$ cat src/rtl/swa_pkg.sv
// ----------------------------------------------------------------------------
// swa_pkg: shared definitions for the sliding-window average block
// Field widths, the default window depth, the controller state type and the
// command bundle passed from the controller to the datapath.
// ----------------------------------------------------------------------------
`default_nettype none

package swa_pkg;

  // Default number of slots in the sample ring.
  localparam int unsigned WindowDef = 60;

  // Fixed field widths of the item interfaces.
  localparam int unsigned SampleW = 10;
  localparam int unsigned MeanW   = 10;
  localparam int unsigned FilledW = 6;

  // Largest value a sample can take, used to size the running sum.
  localparam int unsigned SampleMax = 1023;

  // Controller states.
  typedef enum logic [2:0] {
    StIdle,
    StRead,
    StUpdate,
    StDiv,
    StDone
  } swa_state_e;

  // Commands from the controller to the datapath.
  typedef struct packed {
    logic start;     // latch the sample and read the slot about to be replaced
    logic update;    // update ring, sum, index and count; load the divider
    logic div_step;  // one restoring-division step
    logic load_out;  // move the quotient into the output register
  } swa_cmd_t;

endpackage

`default_nettype wire

$ cat src/rtl/swa_ctrl.sv
// ----------------------------------------------------------------------------
// swa_ctrl: controller for the sliding-window average block
// Sequences one item through slot read, state update and a bit-serial
// division, and owns both handshakes and the output valid flag.
// ----------------------------------------------------------------------------
`default_nettype none

module swa_ctrl #(
  parameter int unsigned SumW = 16
) (
  input  wire logic             clk_i,
  input  wire logic             rst_ni,
  input  wire logic             in_valid_i,
  output logic                  in_stall_o,
  output logic                  out_valid_o,
  input  wire logic             out_stall_i,
  output swa_pkg::swa_cmd_t     cmd_o
);
  import swa_pkg::*;

  localparam int unsigned CntW = (SumW > 1) ? $clog2(SumW) : 1;

  swa_state_e      state_q, state_d;
  logic [CntW-1:0] cnt_q, cnt_d;
  logic            out_valid_q, out_valid_d;

  // State, step counter and output valid registers.
  always_ff @(posedge clk_i or negedge rst_ni) begin
    if (!rst_ni) begin
      state_q     <= StIdle;
      cnt_q       <= '0;
      out_valid_q <= 1'b0;
    end else begin
      state_q     <= state_d;
      cnt_q       <= cnt_d;
      out_valid_q <= out_valid_d;
    end
  end

  // Next state and commands.
  always_comb begin
    state_d    = state_q;
    cnt_d      = cnt_q;
    cmd_o      = '0;
    in_stall_o = 1'b1;
    case (state_q)
      StIdle: begin
        in_stall_o = 1'b0;
        if (in_valid_i) begin
          cmd_o.start = 1'b1;
          state_d     = StRead;
        end
      end
      StRead: begin
        // The slot read issued at acceptance lands in this cycle.
        state_d = StUpdate;
      end
      StUpdate: begin
        cmd_o.update = 1'b1;
        cnt_d        = '0;
        state_d      = StDiv;
      end
      StDiv: begin
        cmd_o.div_step = 1'b1;
        cnt_d          = cnt_q + 1'b1;
        if (cnt_q == CntW'(SumW - 1)) begin
          state_d = StDone;
        end
      end
      StDone: begin
        // Wait until the output register is free or being emptied.
        if (!out_valid_q || !out_stall_i) begin
          cmd_o.load_out = 1'b1;
          state_d        = StIdle;
        end
      end
      default: begin
        state_d = StIdle;
      end
    endcase
  end

  // Output valid: set on load, cleared once the item is taken.
  always_comb begin
    out_valid_d = out_valid_q;
    if (cmd_o.load_out) begin
      out_valid_d = 1'b1;
    end else if (!out_stall_i) begin
      out_valid_d = 1'b0;
    end
  end

  assign out_valid_o = out_valid_q;

endmodule

`default_nettype wire

$ cat src/rtl/swa_dp.sv
// ----------------------------------------------------------------------------
// swa_dp: datapath for the sliding-window average block
// Holds the sample ring memory, write index, fill count, running sum, a
// restoring divider that yields one quotient bit per cycle, and the output
// register.
// ----------------------------------------------------------------------------
`default_nettype none

module swa_dp #(
  parameter int unsigned Window = swa_pkg::WindowDef,
  parameter int unsigned IdxW   = 6,
  parameter int unsigned CntW   = 6,
  parameter int unsigned SumW   = 16
) (
  input  wire logic                          clk_i,
  input  wire logic                          rst_ni,
  input  wire swa_pkg::swa_cmd_t             cmd_i,
  input  wire logic [swa_pkg::SampleW-1:0]   sample_i,
  output logic      [swa_pkg::MeanW-1:0]     mean_o,
  output logic      [swa_pkg::FilledW-1:0]   filled_o
);
  import swa_pkg::*;

  // Sample ring and its registered read port.
  logic [SampleW-1:0] ring_q [Window];
  logic [SampleW-1:0] rd_data_q;
  logic [SampleW-1:0] sample_q;

  logic [IdxW-1:0]    idx_q, idx_d;
  logic [CntW-1:0]    fill_q, fill_d;
  logic [SumW-1:0]    sum_q, sum_d;
  logic               full;

  // Divider registers.
  logic [SumW-1:0]    quo_q, quo_d;
  logic [CntW-1:0]    rem_q, rem_d;
  logic [CntW:0]      trial;
  logic [CntW:0]      trial_diff;

  // Output payload.
  logic [MeanW-1:0]   mean_q;
  logic [FilledW-1:0] filled_q;
  logic [CntW+FilledW-1:0] fill_ext;

  // Ring memory: read at acceptance, written during the update.
  always_ff @(posedge clk_i) begin
    if (cmd_i.start) begin
      rd_data_q <= ring_q[idx_q];
      sample_q  <= sample_i;
    end
    if (cmd_i.update) begin
      ring_q[idx_q] <= sample_q;
    end
  end

  // Running state: the oldest slot leaves the sum only once the ring is full.
  assign full = (fill_q == CntW'(Window));

  always_comb begin
    idx_d  = idx_q;
    fill_d = fill_q;
    sum_d  = sum_q;
    if (cmd_i.update) begin
      sum_d = sum_q + SumW'(sample_q) - (full ? SumW'(rd_data_q) : SumW'(0));
      if (!full) begin
        fill_d = fill_q + 1'b1;
      end
      if (idx_q == IdxW'(Window - 1)) begin
        idx_d = '0;
      end else begin
        idx_d = idx_q + 1'b1;
      end
    end
  end

  always_ff @(posedge clk_i or negedge rst_ni) begin
    if (!rst_ni) begin
      idx_q  <= '0;
      fill_q <= '0;
      sum_q  <= '0;
    end else begin
      idx_q  <= idx_d;
      fill_q <= fill_d;
      sum_q  <= sum_d;
    end
  end

  // Restoring division of the sum by the fill count, one bit per step.
  assign trial      = {rem_q, quo_q[SumW-1]};
  assign trial_diff = trial - {1'b0, fill_q};

  always_comb begin
    quo_d = quo_q;
    rem_d = rem_q;
    if (cmd_i.update) begin
      quo_d = sum_d;
      rem_d = '0;
    end else if (cmd_i.div_step) begin
      if (trial >= {1'b0, fill_q}) begin
        rem_d = trial_diff[CntW-1:0];
        quo_d = {quo_q[SumW-2:0], 1'b1};
      end else begin
        rem_d = trial[CntW-1:0];
        quo_d = {quo_q[SumW-2:0], 1'b0};
      end
    end
  end

  always_ff @(posedge clk_i) begin
    quo_q <= quo_d;
    rem_q <= rem_d;
  end

  // Output register; the fill count is reported modulo the field width.
  assign fill_ext = {{FilledW{1'b0}}, fill_q};

  always_ff @(posedge clk_i) begin
    if (cmd_i.load_out) begin
      mean_q   <= quo_q[MeanW-1:0];
      filled_q <= fill_ext[FilledW-1:0];
    end
  end

  assign mean_o   = mean_q;
  assign filled_o = filled_q;

endmodule

`default_nettype wire

$ cat src/rtl/sliding_window_average.sv
// ----------------------------------------------------------------------------
// sliding_window_average: moving average of converter samples
// Each input item carries one 10-bit sample; each yields one result item
// with the truncated mean of the last Window samples and the fill count.
//
// Input channel: in_valid_i / in_stall_o with sample_i. An item is taken on
// a clock edge where valid is high and stall is low. Output channel:
// out_valid_o / out_stall_i with mean_o and filled_o, held while stalled.
//
// Sequence: an item passes from acceptance through the ring memory read,
// the state update and the restoring divider, which produces one quotient
// bit per cycle over the SumW-bit running sum, into the output register; a
// new item is accepted once the controller is back in idle after the load.
//
// A finished result sits in the output register while the next item is
// accepted and processed. Input is held off while an item is in progress,
// including while that next result waits for the stalled register.
// Reset clears the index, fill count, sum and all handshake state; the ring
// memory is not cleared, as a slot is only subtracted once it has been written.
// ----------------------------------------------------------------------------
`default_nettype none

module sliding_window_average #(
  parameter int unsigned Window = swa_pkg::WindowDef
) (
  input  wire logic                          clk_i,
  input  wire logic                          rst_ni,
  input  wire logic                          in_valid_i,
  output logic                               in_stall_o,
  input  wire logic [swa_pkg::SampleW-1:0]   sample_i,
  output logic                               out_valid_o,
  input  wire logic                          out_stall_i,
  output logic      [swa_pkg::MeanW-1:0]     mean_o,
  output logic      [swa_pkg::FilledW-1:0]   filled_o
);
  import swa_pkg::*;

  localparam int unsigned IdxW = (Window > 1) ? $clog2(Window) : 1;
  localparam int unsigned CntW = $clog2(Window + 1);
  localparam int unsigned SumW = $clog2(Window * SampleMax + 1);

  swa_cmd_t cmd;

  swa_ctrl #(
    .SumW (SumW)
  ) u_ctrl (
    .clk_i       (clk_i),
    .rst_ni      (rst_ni),
    .in_valid_i  (in_valid_i),
    .in_stall_o  (in_stall_o),
    .out_valid_o (out_valid_o),
    .out_stall_i (out_stall_i),
    .cmd_o       (cmd)
  );

  swa_dp #(
    .Window (Window),
    .IdxW   (IdxW),
    .CntW   (CntW),
    .SumW   (SumW)
  ) u_dp (
    .clk_i    (clk_i),
    .rst_ni   (rst_ni),
    .cmd_i    (cmd),
    .sample_i (sample_i),
    .mean_o   (mean_o),
    .filled_o (filled_o)
  );

endmodule

`default_nettype wire

$ cat config.mk
export PLATFORM = sky130hd
export DESIGN_NAME = sliding_window_average
export DESIGN_NICKNAME = d
export VERILOG_FILES = /design/src/rtl/swa_pkg.sv /design/src/rtl/swa_ctrl.sv /design/src/rtl/swa_dp.sv /design/src/rtl/sliding_window_average.sv
export SDC_FILE = /design/constraint.sdc
export NUM_CORES = 1
export LEC_CHECK = 0
export BUFFER_PORTS_ARGS = -buffer_cell sky130_fd_sc_hd__buf_4
export CAP_MARGIN = 20
export CORE_MARGIN = 8
export CORE_UTILIZATION = 55
export CTS_CLUSTER_DIAMETER = 30
export DETAILED_ROUTE_END_ITERATION = 10
export PLACE_DENSITY = 0.71
export SETUP_SLACK_MARGIN = 0.3
export SYNTH_ARGS = -nofsm -noshare
export SYNTH_HDL_FRONTEND = slang
export SYNTH_SLANG_ARGS = --single-unit
$ cat constraint.sdc
create_clock -name clk_i -period 5.95 [get_ports clk_i]
set_input_delay 0 -clock clk_i [delete_from_list [all_inputs] [get_ports clk_i]]
set_output_delay 0 -clock clk_i [all_outputs]
set_load 0.01 [all_outputs]
==> impl_results.md, run 1 <==
* Number of warning messages in the yosys log at 0
* Wire length of the first global-routing pass at roughly 110 mm
* Share of async-settable or async-resettable flops after synthesis at 0.0519
* Setup Crit Path Kind: reg -> reg
* Main synth FF type: edfxtp_1
* Post-CTS repair timing setup buffer count at 0
* Net count after synthesis at approximately 1800
* GR Util All Layers at 0.239
* Number of antenna violations at the first check in global routing at 3
* First DRT Iteration DRCs at 1964
* Critical Path Fanout Max at 11
* Final routed wire length divided by cell count at 26.2 um
* Max capacitance violation total at 0
* Status: finished clean
* Count of unresolved DRC violations after routing at 0
* Number of stages on the worst hold path at 2
* Hold Path Sink: u_dp.sample_q[3]
* CTS tree: done
* EDFF count, synth at between 600 and 700
* Total of buffers placed on input and output ports at 31
* Number of filler cells placed in the layout at approximately 3400
* Synthesized area divided by synthesized cell count at between 15 and 20 um^2
* Leading cell type in the layout, fill and taps excluded: edfxtp_1
* Largest net degree at the start of global routing at between 70 and 80
* Cell area after technology mapping at approximately 28000 um^2
* Flop and latch count out of synthesis at 694
* Clock root buffer: clkbuf_16
* Layout Skew at approximately 35 ps
* Hold/Removal Path Class: in -> reg
* Reg-to-Reg End: u_dp.quo_q[13]
* Final period utilization at 0.682
* Final critical-path required period at between 4000 and 5000 ps
* HPWL after DPL at around 40 mm
* Number of CTS-inserted buffers at ~130
* Multi-input gate area in the final layout at about 7000 um^2
* Signed area change from the synthesized netlist to the final layout at 19.9%
* Power density over cell area at around 530 nW/um^2
* Transition time at the pin with the least slew margin at 1150 ps
* CTS H-tree lvls at 4
* Accumulated negative setup slack at 0 ps
* Critical path data arrival time at between 4000 and 5000 ps
* Core Area at approximately 51000 um^2
* Number of distinct standard cells referenced by the synthesized netlist at 63
* Routed wire length at about 71 mm
* Max-slew violation total from the final report at 0
* Storage element area at about 21000 um^2
* Proportion of layout cells with a drive suffix above 1 at 0.207
* Design area at 34000 um^2
* Element type at the critical path start: flip-flop
* Vert. Die Dim at between 200 and 250 um
* Via count normalized by instance count at around 6.3
* Placed standard-cell area at about 29000 um^2
* Critical R2R Launch: u_dp.fill_q[1]
* Layout Nets at between 1500 and 2000
* Most used cells in the layout excluding fill and tap cells: 652 x edfxtp_1, 136 x nor2_1, 136 x clkbuf_16
* Final count of negative-setup-slack endpoints at 0
* DR vias at 17100
* Unrepaired setup endpoints after global routing: false
* Clock Path Buffers at 3
* Register area share after synthesis at 0.726
* Overflow left after global routing at 0
* Worst r2r path cells at 15
* First-pass iteration count of the detailed router at 5
* Required time of the worst setup path at ~6400 ps
* Clock transition at the registers of the reported paths at roughly 50 ps
* Die X at 243 um
* Standby leakage power at between 0.01 and 0.015 uW
* CTS Sinks at 694
* Max Fclk at around 0.25 GHz
* Worst R2R Setup Slack at ~1900 ps
* Detail Route Antenna Nets at 0
* Die Area at 59100 um^2
* Hold path start: sample_i[3]
* Type of destination of the critical path: flip-flop
* Number of global-route vias before repair at 17200
* Routability congestion estimate at approximately 0.90
* Worst-skew pair later-pin latency at 700 ps
* Number of cells produced by synthesis at ~1800
* Starting density of the core at 0.554
* Worst vdd rail ir drop at 371 uV
* # IOs at 32
* Final number of hold-violating endpoints at 0
* Normalized max-slew margin at 0.231
* Number of core rows at 83
[cells in the mapped netlist (45+ instances only)]
cell / count / area (um^2)
mux2i_1: 58 / 581
edfxtp_1: 652 / 19600
mux2_2: 56 / 631
a21oi_1: 85 / 425
nand2_1: 104 / 390
mux4_2: 45 / 1010
inv_1: 59 / 221
nor2_1: 138 / 518
o21ai_0: 66 / 330
a221oi_1: 54 / 473
a22oi_1: 58 / 435
[area by class of cell]
cell class | instances | share of cell area
clock inverters | 83 | 0.0214
inverters | 59 | 0.00651
flip-flops and latches | 694 | 0.606
repair buffers | 118 | 0.0319
diodes | 1 | 0.0000736
clock buffers | 157 | 0.103
multi-input cells | 918 | 0.206
well taps | 680 | 0.0250
[layer usage]
layer / wire length, um / global-route usage / share of wire / vias to the layer above
li1: - / - / - / 7272
met1: 28000 / 0.315 / 0.40 / 8605
met2: 33500 / 0.370 / 0.47 / 998
met3: 6710 / 0.0615 / 0.095 / 187
met4: 2670 / 0.116 / 0.038 / 2
met5: 13 / 0 / 0.00018 / -
[cell families after synthesis]
| logic type | count (synthesis) | synth area share |
|---|---|---|
| compound gates | 380 | 0.0912 |
| simple gates | 313 | 0.0468 |
| flops | 694 | 0.726 |
| fa+ha+maj | 37 | 0.0192 |
| buf+inv | 161 | 0.0282 |
| mux | 167 | 0.0820 |
| xor+xnor | 21 | 0.00648 |
[power breakdown]
part           total [uW]  leakage, uW  switching (uW)  internal (uW)
sequential           6180      0.00638             364           5810
clock                7020      0.00204            2460           4560
combinational        4980      0.00332            3100           1880
[registers in the layout (all words and copies together), names as in the netlist, 10 cells and up]
name,cells
u_dp.rd_data_q,10
u_dp.quo_q,16
u_dp.ring_q,600
u_dp.mean_o,10
u_dp.sum_q,16
u_dp.sample_q,10
[worst max path at each step]
stage                      from             end  slack [ps]
6_report         u_dp.fill_q[1]  u_dp.quo_q[13]        1890
3_3_place_gp     u_dp.fill_q[1]  u_dp.quo_q[13]        1960
3_5_place_dp     u_dp.fill_q[1]  u_dp.quo_q[13]        1950
5_1_grt          u_dp.fill_q[1]  u_dp.quo_q[13]        1650
4_1_cts          u_dp.fill_q[1]  u_dp.quo_q[13]        1940
2_1_floorplan  u_dp.sample_q[1]  u_dp.quo_q[14]        2380
[per-stage QoR]
stage / setup slack [ps] / util / hold WS [ps] / total power, uW / cells
detailed placement: 1950 / 0.574 / 21.3 / 11100 / 2430
global placement: 1960 / 0.571 / 16.4 / 11000 / 2417
floorplan: 2380 / - / -296 / 9660 / 1773
finish: 1890 / 0.664 / 40.7 / 18200 / 2710
CTS: 1940 / 0.661 / 1.37 / 18200 / 2692
global route: 1650 / 0.664 / 27.7 / 18900 / 2710
[worst max-delay path, cell delays in order, from the launching register on]
cell	delay (ps)
dfrtp_1	430
inv_1	120
ha_1	150
nand3_1	70
nor2_1	470
and2_1	230
fa_1	410
inv_1	100
ha_1	230
a21o_1	180
o21ai_0	280
a31oi_1	230
a31oi_1	340
o21ai_0	140
xor2_1	160
mux2_2	270
[what timing repair did]
| action | 4_1_cts | 5_1_grt |
|---|---|---|
| gates resized for setup | 0 | 0 |
| hold endpoints to repair | 85 | 0 |
| hold buffers | 22 | 0 |
No activity file was read; power rests on OpenSTA's default activity.
==> run 2, diff against run 1 <==
Clock period 5.95 ns to 3.75 ns, I/O delays scaled along.
==> run 2 against run 1 <==
Compared with the run above:
- highest routed layer unchanged
- sequential cell count unchanged
- final area rose by 1.4%
- largest power group unchanged
- critical path depth unchanged
- sequential power is 56% higher
==> impl_results.md, run 2 (synthesis gave the netlist of run 1 again) <==
* Number of stages on the worst hold path at 2
* Leading cell type in the layout, fill and taps excluded: edfxtp_1
* Worst R2R Setup Slack at roughly 410 ps
* Reg-to-Reg End: u_dp.quo_q[14]
* Filler-free cell count of the finished design at between 2000 and 3000
* Worst vdd rail ir drop at about 550 uV
* Critical path data arrival time at approximately 3700 ps
* Clock Path Buffers at 3
* Layout Nets at 2041
* Final worst setup slack at between 400 and 500 ps
* Clock root buffer: clkbuf_16
* Routability congestion estimate at about 0.91
* Number of global-route vias before repair at between 15000 and 20000
* Type of destination of the critical path: flip-flop
* Number of core rows at 83
* Transition time at the pin with the least slew margin at between 900 and 1000 ps
* Setup Crit Path Kind: reg -> reg
* Routed wire length at slightly above 70 mm
* Critical Path Fanout Max at 5
* Hold Path Sink: u_dp.sample_q[0]
* CTS H-tree lvls at 3
* Largest registers: u_dp.ring_q: 600 flops, u_dp.quo_q: 16 flops, u_dp.sum_q: 16 flops
* Detail Route Antenna Nets at 0
* Worst r2r path cells at 15
* Final number of hold-violating endpoints at 0
* Normalized max-slew margin at 0.347
* Core Area at 51200 um^2
* Number of flip-flops in the largest register at 600
* Power density over cell area at 850 nW/um^2
* Max Fclk at approximately 0.3 GHz
* Count of unresolved DRC violations after routing at 0
* Worst-skew pair later-pin latency at around 670 ps
* Signed area change from the synthesized netlist to the final layout at 21.6%
* First-pass iteration count of the detailed router at 6
* # IOs at 32
* Critical R2R Launch: u_dp.fill_q[1]
* Cell-by-cell trace of the critical path: inv_2 > ha_4 > nand3_4 > nor2_4 > and2_4 > fa_1 > inv_2 > fa_2 > a211oi_2 > o21bai_1 > a31o_2 > a31oi_4 > o21ai_1 > nand2_1 > mux2i_1
* Final count of negative-setup-slack endpoints at 0
* Minimum setup slack after placement at -21.6 ps
* Element type at the critical path start: flip-flop
* Largest register by flop count: u_dp.ring_q
* Layout Skew at 21.8 ps
* Number of CTS-inserted buffers at 119
* GR Util All Layers at 0.240
* Max capacitance violation total at 0
* Number of antenna violations at the first check in global routing at 2
* Total of buffers placed on input and output ports at 31
* Die Area at 59100 um^2
* Multi-input gate area in the final layout at around 7000 um^2
* Storage element area at approximately 21000 um^2
* Placed standard-cell area at approximately 30000 um^2
* Via count normalized by instance count at 6.18
* Overflow left after global routing at 0
* Required time of the worst setup path at 4150 ps
* Final period utilization at 0.891
* Final critical-path required period at between 3000 and 4000 ps
* HPWL after DPL at approximately 42 mm
* Final routed wire length divided by cell count at 26.0 um
* Clock transition at the registers of the reported paths at 50 ps
* Proportion of layout cells with a drive suffix above 1 at 0.250
* Status: finished clean
* Max-slew violation total from the final report at 0
* Most used cells in the layout excluding fill and tap cells: 652 x edfxtp_1, 171 x buf_4, 135 x nor2_1
* Slowest-stage cell, CP: fa_1
* Stage delay of the slowest cell on the critical path at 490 ps
* Hold path start: sample_i[0]
* Worst hold margin at approximately 56 ps
* Placed Instances at between 2000 and 3000
* Total chip power at 29300 uW
* First DRT Iteration DRCs at between 2000 and 2500
* DR vias at about 17000
* Largest net degree at the start of global routing at 77
* CTS tree: done
* Starting density of the core at 0.554
* Design area at approximately 35000 um^2
* Die X at approximately 240 um
* Hold/Removal Path Class: in -> reg
* Wire length of the first global-routing pass at ~110 mm
* CTS Sinks at about 700
* Standby leakage power at approximately 0.012 uW
* Vert. Die Dim at 243 um
* Unrepaired setup endpoints after global routing: true
* Number of filler cells placed in the layout at ~3300
* Most used cell, CP: inv_2
-- run 2: cell types whose count changed in the layout (fill, tap and decap cells not counted), moves of 7 or more --
| cell | previous run | this run |
|---|---|---|
| clkinv_4 | 3 | 10 |
| buf_6 | 19 | 1 |
| dlygate4sd3_1 | 21 | 14 |
| clkinv_1 | 23 | 16 |
| buf_4 | 71 | 171 |
| clkbuf_16 | 136 | 121 |
| clkinv_2 | 16 | 8 |
| clkbuf_1 | 18 | 9 |
-- run 2: stage by stage --
| stage | util | setup TNS, ps |
|---|---|---|
| finish | 0.674 | 0 |
| global route | 0.674 | 0 |
| detailed placement | 0.588 | -21.6 |
| global placement | 0.588 | 0 |
| CTS | 0.671 | 0 |
| floorplan | - | 0 |
-- run 2: layer usage --
metal,track usage,up-vias,part of all wire
met4,0.0941,2,0.038
li1,-,7401,-
met2,0.390,981,0.49
met3,0.0480,195,0.090
met5,0,-,0.00018
met1,0.319,8555,0.39
-- run 2: power by group --
part | switching, uW | internal [uW] | leakage (uW)
logic | 5440 | 3500 | 0.00374
clock network | 3930 | 6810 | 0.00193
registers | 434 | 9220 | 0.00638
total | 9800 | 19500 | 0.0120
-- run 2: repair_timing --
item,in CTS,in global routing
gates resized for setup,7,18
setup endpoints to repair,14,12
endpoints found under the hold margin,85,0
setup buffers,2,5
gates cloned,1,0
hold buffers,15,0
pin swaps,4,11
-- run 2: worst max-delay path, delay by kind of cell (launching register included) --
kind	cells	cell delay, ps
AOI/OAI and AO/OA	5	960
adders and majority gates	3	1060
and+or+nand+nor	4	470
muxes	1	90
DFF	1	360
buffers and inverters	2	110
-- run 2: cell type report --
cell class	count	share of cell area
antenna	1	0.0000725
clock buffer	130	0.0887
clock inverter	93	0.0288
inverter	59	0.00642
multi-input combinational	919	0.206
sequential	694	0.597
tap	680	0.0247
timing repair buffer	197	0.0478
-- run 2: worst max-delay path by stage --
stage                      from        endpoint  slack [ps]  cells past startpoint
2_1_floorplan  u_dp.sample_q[1]  u_dp.quo_q[14]         300                     11
3_3_place_gp     u_dp.fill_q[0]  u_dp.quo_q[13]          60                     15
3_5_place_dp     u_dp.fill_q[1]  u_dp.quo_q[13]         -20                     15
4_1_cts          u_dp.fill_q[1]  u_dp.quo_q[13]         310                     15
5_1_grt          u_dp.fill_q[1]  u_dp.quo_q[11]         260                     16
6_report         u_dp.fill_q[1]  u_dp.quo_q[14]         410                     15
